<file path="config.mk">
export PLATFORM = sky130hd
export DESIGN_NAME = nbtm_cell
export DESIGN_NICKNAME = d
export VERILOG_FILES = /design/src/nbtm_pkg.sv /design/src/nbtm_cell.sv
export SDC_FILE = /design/constraint.sdc
export NUM_CORES = 1
export LEC_CHECK = 0
export BUFFER_PORTS_ARGS = -buffer_cell sky130_fd_sc_hd__buf_2
export CAP_MARGIN = 20
export CORE_ASPECT_RATIO = 0.6
export CORE_MARGIN = 2
export CORE_UTILIZATION = 43
export CTS_BUF_LIST = sky130_fd_sc_hd__clkbuf_16
export DETAILED_ROUTE_END_ITERATION = 10
export GPL_ROUTABILITY_DRIVEN = 1
export PLACE_DENSITY = 0.79
export SYNTH_ARGS = -nofsm -noshare
export SYNTH_HDL_FRONTEND = slang
export SYNTH_SLANG_ARGS = --single-unit
</file>
<file path="constraint.sdc">
create_clock -name aclk -period 2.1 [get_ports aclk]
set_input_delay 0.315 -clock aclk [delete_from_list [all_inputs] [get_ports aclk]]
set_output_delay 0.315 -clock aclk [all_outputs]
set_load 0.02 [all_outputs]
</file>
<file path="src/nbtm_pkg.sv">
// nbtm_pkg: shared types and codes for the neighbour table merge block
// holds the fsm state type, the token travelling down the cell chain, outcome
// and register codes; no dependencies
package nbtm_pkg;

    // fsm of the top level
    typedef enum logic [1:0] {
        ST_IDLE,
        ST_RUN,
        ST_DONE
    } state_t;

    // control part of the token handed from cell to cell
    typedef struct packed {
        logic valid;       // token present at this cell
        logic search;      // look-up enabled for this transaction
        logic found;       // id seen in an earlier active slot
        logic improved;    // an earlier slot already took the lower hop count
        logic empty_seen;  // an earlier active slot is empty
    } token_t;

    // result outcome codes
    typedef logic [2:0] outcome_t;
    localparam outcome_t OUT_CLEARED  = 3'd0;
    localparam outcome_t OUT_INSERTED = 3'd1;
    localparam outcome_t OUT_IMPROVED = 3'd2;
    localparam outcome_t OUT_KEPT     = 3'd3;
    localparam outcome_t OUT_TOO_FAR  = 3'd4;
    localparam outcome_t OUT_FULL     = 3'd5;
    localparam outcome_t OUT_SKIPPED  = 3'd6;

    // configuration register indexes
    typedef logic [1:0] reg_idx_t;
    localparam reg_idx_t REG_ACTIVE_ENTRIES = 2'd0;
    localparam reg_idx_t REG_MAX_HOPS       = 2'd1;
    localparam reg_idx_t REG_OWN_NODE_ID    = 2'd2;

    // reset values of the configuration registers
    localparam logic [6:0] ACTIVE_ENTRIES_RESET = 7'd11;
    localparam logic [7:0] MAX_HOPS_RESET       = 8'd3;
    localparam logic [7:0] OWN_ID_RESET         = 8'd1;

endpackage

</file>
<file path="src/nbtm_cell.sv">
// nbtm_cell: one slot of the neighbour table plus one stage of the search chain
// holds the slot id and hop count and registers the token towards its neighbour
// depends on nbtm_pkg
module nbtm_cell #(
    parameter int DEPTH = 64,
    parameter int K = 0,
    localparam int IDX_W = $clog2(DEPTH),
    localparam int CNT_W = $clog2(DEPTH + 1)
) (
    input  logic               aclk,
    input  logic               aresetn,
    input  logic               clear_i,
    input  logic [7:0]         own_id_i,
    input  logic               wr_en_i,
    input  logic [IDX_W-1:0]   wr_idx_i,
    input  logic [7:0]         wr_id_i,
    input  logic [7:0]         wr_hops_i,
    input  logic [CNT_W-1:0]   n_i,
    input  logic [7:0]         q_id_i,
    input  logic [7:0]         q_hops_i,
    input  nbtm_pkg::token_t   tok_i,
    input  logic [IDX_W-1:0]   hit_i,
    input  logic [IDX_W-1:0]   empty_i,
    input  logic [CNT_W-1:0]   cnt_i,
    output nbtm_pkg::token_t   tok_o,
    output logic [IDX_W-1:0]   hit_o,
    output logic [IDX_W-1:0]   empty_o,
    output logic [CNT_W-1:0]   cnt_o
);

    logic [7:0]       id_reg;
    logic [7:0]       hops_reg;
    nbtm_pkg::token_t tok_reg, tok_next;
    logic [IDX_W-1:0] hit_reg, hit_next;
    logic [IDX_W-1:0] empty_reg, empty_next;
    logic [CNT_W-1:0] cnt_reg, cnt_next;

    logic active;
    logic is_empty;
    logic match;
    logic improve;

    assign active   = CNT_W'(K) < n_i;
    assign is_empty = tok_i.valid && active && (id_reg == 8'd0);
    assign match    = tok_i.valid && tok_i.search && active && (id_reg == q_id_i);
    assign improve  = match && !tok_i.improved && (q_hops_i < hops_reg);

    always_comb begin
        tok_next            = tok_i;
        tok_next.found      = tok_i.found | match;
        tok_next.improved   = tok_i.improved | improve;
        tok_next.empty_seen = tok_i.empty_seen | is_empty;
        hit_next   = ((match && !tok_i.found) || improve) ? IDX_W'(K) : hit_i;
        empty_next = (is_empty && !tok_i.empty_seen) ? IDX_W'(K) : empty_i;
        cnt_next   = (tok_i.valid && active && (id_reg != 8'd0)) ?
                     cnt_i + CNT_W'(1) : cnt_i;
    end

    // slot storage
    always_ff @(posedge aclk) begin
        if (!aresetn) begin
            id_reg   <= (K == 0) ? nbtm_pkg::OWN_ID_RESET : 8'd0;
            hops_reg <= 8'd0;
        end else if (clear_i) begin
            id_reg   <= (K == 0) ? own_id_i : 8'd0;
            hops_reg <= 8'd0;
        end else if (wr_en_i && (wr_idx_i == IDX_W'(K))) begin
            id_reg   <= wr_id_i;
            hops_reg <= wr_hops_i;
        end else if (improve) begin
            hops_reg <= q_hops_i;
        end
    end

    // token stage
    always_ff @(posedge aclk) begin
        if (!aresetn) begin
            tok_reg <= '0;
        end else begin
            tok_reg <= tok_next;
        end
    end

    always_ff @(posedge aclk) begin
        hit_reg   <= hit_next;
        empty_reg <= empty_next;
        cnt_reg   <= cnt_next;
    end

    assign tok_o   = tok_reg;
    assign hit_o   = hit_reg;
    assign empty_o = empty_reg;
    assign cnt_o   = cnt_reg;

endmodule

</file>
Word level (Yosys, flattened, before mapping)
Index checks and enable logic that the tools add are counted.

$add $sub $neg: 1. $lt $le $gt $ge: 2. Equality and inequality tests: 1. Multiplexer cells: 5. Bitwise logic cells: 4. Reduce and logical (&&, ||, !) cells: 21.

Operators with widths (number): 2-to-1 mux 8 bit (4); logical AND 1 bit (11); equality test 8 bit (1); zero test 8 bit (1); less-than comparator 8 bit (1); nonzero test 8 bit (1); adder 7 x 1 -> 7 bit (second input constant) (1); less-than comparator 1 x 7 -> 1 bit (first input constant) (1); 2-to-1 mux 7 bit (1); zero test 6 bit (1); nonzero test 2 bit (2); zero test 1 bit (3); bitwise OR 1 bit (3); OR reduction 2 bit (1); logical OR 1 bit (1); inverter 1 bit (1).

Register bits after elaboration: 40. Bits of input ports: 81. Output and inout port bits: 24. Logic and storage cells: 44.

Logic depth before layout (Yosys ltp)
Word-level depth: 7. Mapped depth: 7. Depth with buffers taken out: 7.

Worst setup path before layout
OpenSTA, ideal clock, no wires.

Kind: register to register. Start: register hops_reg[1]. End: register hops_reg[0]. Arrival: 1.818 ns. Slack: 0.161 ns. Cell stages (with the launch flop): 8. Path buffers: 0. Clock period less this slack: 1.939 ns. Cells stage by stage: dfxtp_1 > inv_1 > ha_1 > or4_1 > a21oi_1 > o31a_1 > a21oi_4 > a221o_1.

Longest elaborated chain between the ends: 3.

Ends and longest elaborated chain: from (decl) (line nbtm_cell.sv:32) `logic [7:0] hops_reg;`; from (signal assigned) (line nbtm_cell.sv:69) `hops_reg <= wr_hops_i;`; from (signal assigned) (line nbtm_cell.sv:71) `hops_reg <= q_hops_i;`; less-than comparator 8 bit (line nbtm_cell.sv:46) `assign improve = match && !tok_i.improved && (q_hops_i < hops_reg);`; logical AND 1 bit (line nbtm_cell.sv:46); nonzero test 2 bit (no source line).

Every way passes these cells. A chain may end at the register's enable or synchronous reset.

Final worst setup path
Start: register hops_reg[2]. End: register hops_reg[4].

Same word-level chain as after synthesis.

==> results.txt <==
status: completed
FILL cells: 351
reg2reg path depth: 7
largest net degree at the start of global routing: 18
Post-route DRC: 0
crit share post-route: 95.64%
global-route wire length before repair: 6.589 mm
Detailed Place HPWL: 3.588 mm
Clk pwr share: 43.5%
DRT Pass-1 Iters: 4
Fin Clk Skew: 0.004512 ns
switching portion of total power: 22.46%
hold_ws: 0.2360 ns
fraction of layout cells with a size suffix above 1: 45.55%
routing usage on met1: 25.46%
placement row count: 18
initial antenna violation count: 0
Syn Std Cell Area: 0.001790 mm2
P_int: 1484 uW
leakage: 0.001246 uW
Max Cap Viol: 0
hold crit path type: in2reg
Final Hold Vio Count: 0
wire per inst: 12.81 um
synth-to-layout area growth: 45.63%
Reg power frac: 42.5%
combinational share of power: 14.0%
hold path endpoint: cnt_o[4]
die area: 0.004713 mm2
Reg-to-Reg Start: hops_reg[2]
Post-Place Cell Area: 0.002400 mm2
clock buffer depth: 2
Post-Syn Instances: 176
Clock Sink Count: 40
IO Pins: 105
largest family of logic cells by synthesized area: simple AND/OR/NAND/NOR gates
GRT overflow: 0
Final GP Congestion: 0.8255
hold-critical path depth: 2
worst r2r dst: hops_reg[4]
Worst-Skew Late Latency: 0.28 ns
relative slew slack: 55.69%
synthesized net count: 265
antenna viol nets, final: 0
peak fanout along the critical path: 8
Synth cell types: 35
GRT Max-Usage Layer: met2
worst setup path class: reg2reg
die height: 53.99 um
Post-synth EDFFs: 0
xor/xnor share of the synthesized area: 6.848%
Final Worst Setup Slack: 0.09146 ns
CP Data Arrival Time: 2.17 ns
Reg2Reg Setup Slack: 0.09 ns
Global Route met3 Usage: 5.982%
flops & latches, synth: 40
total track usage: 18.62%
Simple-Gate Fraction of Synth Area: 21.73%
Post-synth ARST share: 0%
CTS tree: built
design area: 0.002608 mm2
post-synthesis mux area share: 5.730%
clk slew on worst S/H paths: 0.06 ns
sequential area share after synthesis: 44.72%
DP Worst Slack: -0.1328 ns
hold_sp: cnt_i[4]
Fmax: 497.9 MHz
commonest non-fill, non-tap cell in the layout: buf_2
Post-Route WL: 4.380 mm
total number of vias: 1617
Antenna diodes: 0
Worst Tran Pin Value: 0.6586 ns
Most used DFF post-synth: dfxtp_1
RSZ-0062 raised after global routing: no
Setup Viol. Count Final: 0
Synth Area in Adders: 5.590%
final-stage net count: 380
Peak VDD IR: 0.0003433 V
met2 usage: 27.53%
Tmin final: 2.009 ns
CTS Buf Count: 5
Port Buffers: 104
die width: 87.31 um
initial drt markers: 39
Critical Path End Type: flop
cell area power density: 733.9 mW/mm2
root buf cell: clkbuf_16
Final Max Tran Viols: 0
Net Sw Power: 429.8 uW
Synth Area in Compound Gates: 13.28%
CP Launch Type: flop
vias in the first global route: 1469
Starting Density: 44.17%
Critical Path RT: 2.26 ns
most frequent cells in the layout: buf_2 (104), dfxtp_1 (37), and2_1 (17)
Vias/cell: 4.728
Avg Cell Area, Syn: 10.17 um2
H-tree depth: 2
synth warn: 0
Core Region: 0.004054 mm2
worst max-delay path, cell delays in order, from the launching register on:
cell,delay (ns)
dfxtp_2,0.33
inv_1,0.04
ha_2,0.16
or4_4,0.54
a21oi_4,0.14
o31a_1,0.22
a21oi_4,0.11
a221o_1,0.34
per-stage QoR:
stage	total power, uW	instances	setup TNS (ns)	util (%)
after global routing	1998	342	0	64.32
after detailed placement	1094	332	-1.048	59.20
final	1914	342	0	64.32
after global placement	1087	332	-0.7062	59.20
after CTS	1927	342	0	63.70
after floorplan	961.5	176	0	-
layout make-up:
cell class                      count  area, um2  share of cell area [%]
Multi-Input combinational cell    126      977.2                   37.48
Sequential cell                    40      804.5                   30.85
Timing Repair Buffer              111      573.1                   21.98
Clock buffer                        5      125.1                   4.798
Tap cell                           50      62.56                   2.399
Clock inverter                      3      38.79                   1.488
Inverter                            7      26.28                   1.008
logic make-up (layout without fill, tap and decap cells):
group / Yosys count / in the layout
buffers and inverters: 10 / 126
AOI/OAI and AO/OA: 29 / 29
DFF: 40 / 40
and+or+nand+nor: 65 / 65
adders and majority gates: 8 / 8
muxes: 10 / 10
xor gates and xnor gates: 14 / 14
power groups by stage:
stage	Sequential [uW]	Clock, uW	Combinational (uW)
after global placement	829	0	259
final	813	832	268
after floorplan	867	0	94.2
after global routing	817	887	294
after CTS	813	848	266
after detailed placement	830	0	264
worst max path at each step:
| stage | start | cells after the start | endpoint | slack, ns |
|---|---|---|---|---|
| global placement | q_hops_i[1] | 7 | hops_reg[2] | -0.09 |
| finish | hops_reg[2] | 7 | hops_reg[4] | 0.09 |
| CTS | hops_reg[1] | 7 | hops_reg[4] | 0.03 |
| global route | hops_reg[2] | 7 | hops_reg[6] | 0.01 |
| floorplan | hops_reg[1] | 7 | hops_reg[0] | 0.16 |
| detailed placement | q_hops_i[1] | 7 | hops_reg[7] | -0.13 |
synth_stat cells, types with 5 or more instances:
cell type	number	share of area, %
a21oi_1	5	1.4
a221o_1	8	4.5
and2_1	17	5.9
dfxtp_1	40	45
ha_1	8	5.6
inv_1	7	1.5
mux2i_1	8	4.5
nand2_1	12	2.5
nand4_1	5	1.7
nor2b_1	13	4.5
o21ai_0	7	2.0
xnor2_1	13	6.4
routing by layer:
metal	vias to the layer above	part of all wire [%]
met3	7	6.2
met4	0	1.3
met1	693	51
li1	857	-
met5	-	0
met2	60	42
timing repair:
item,in CTS,in global routing
hold buffers,0,0
setup buffers,2,0
pin swaps,2,11
endpoints found under the setup margin,8,8
resized for setup,1,8
Note: power is estimated with default switching activity, not from simulation.
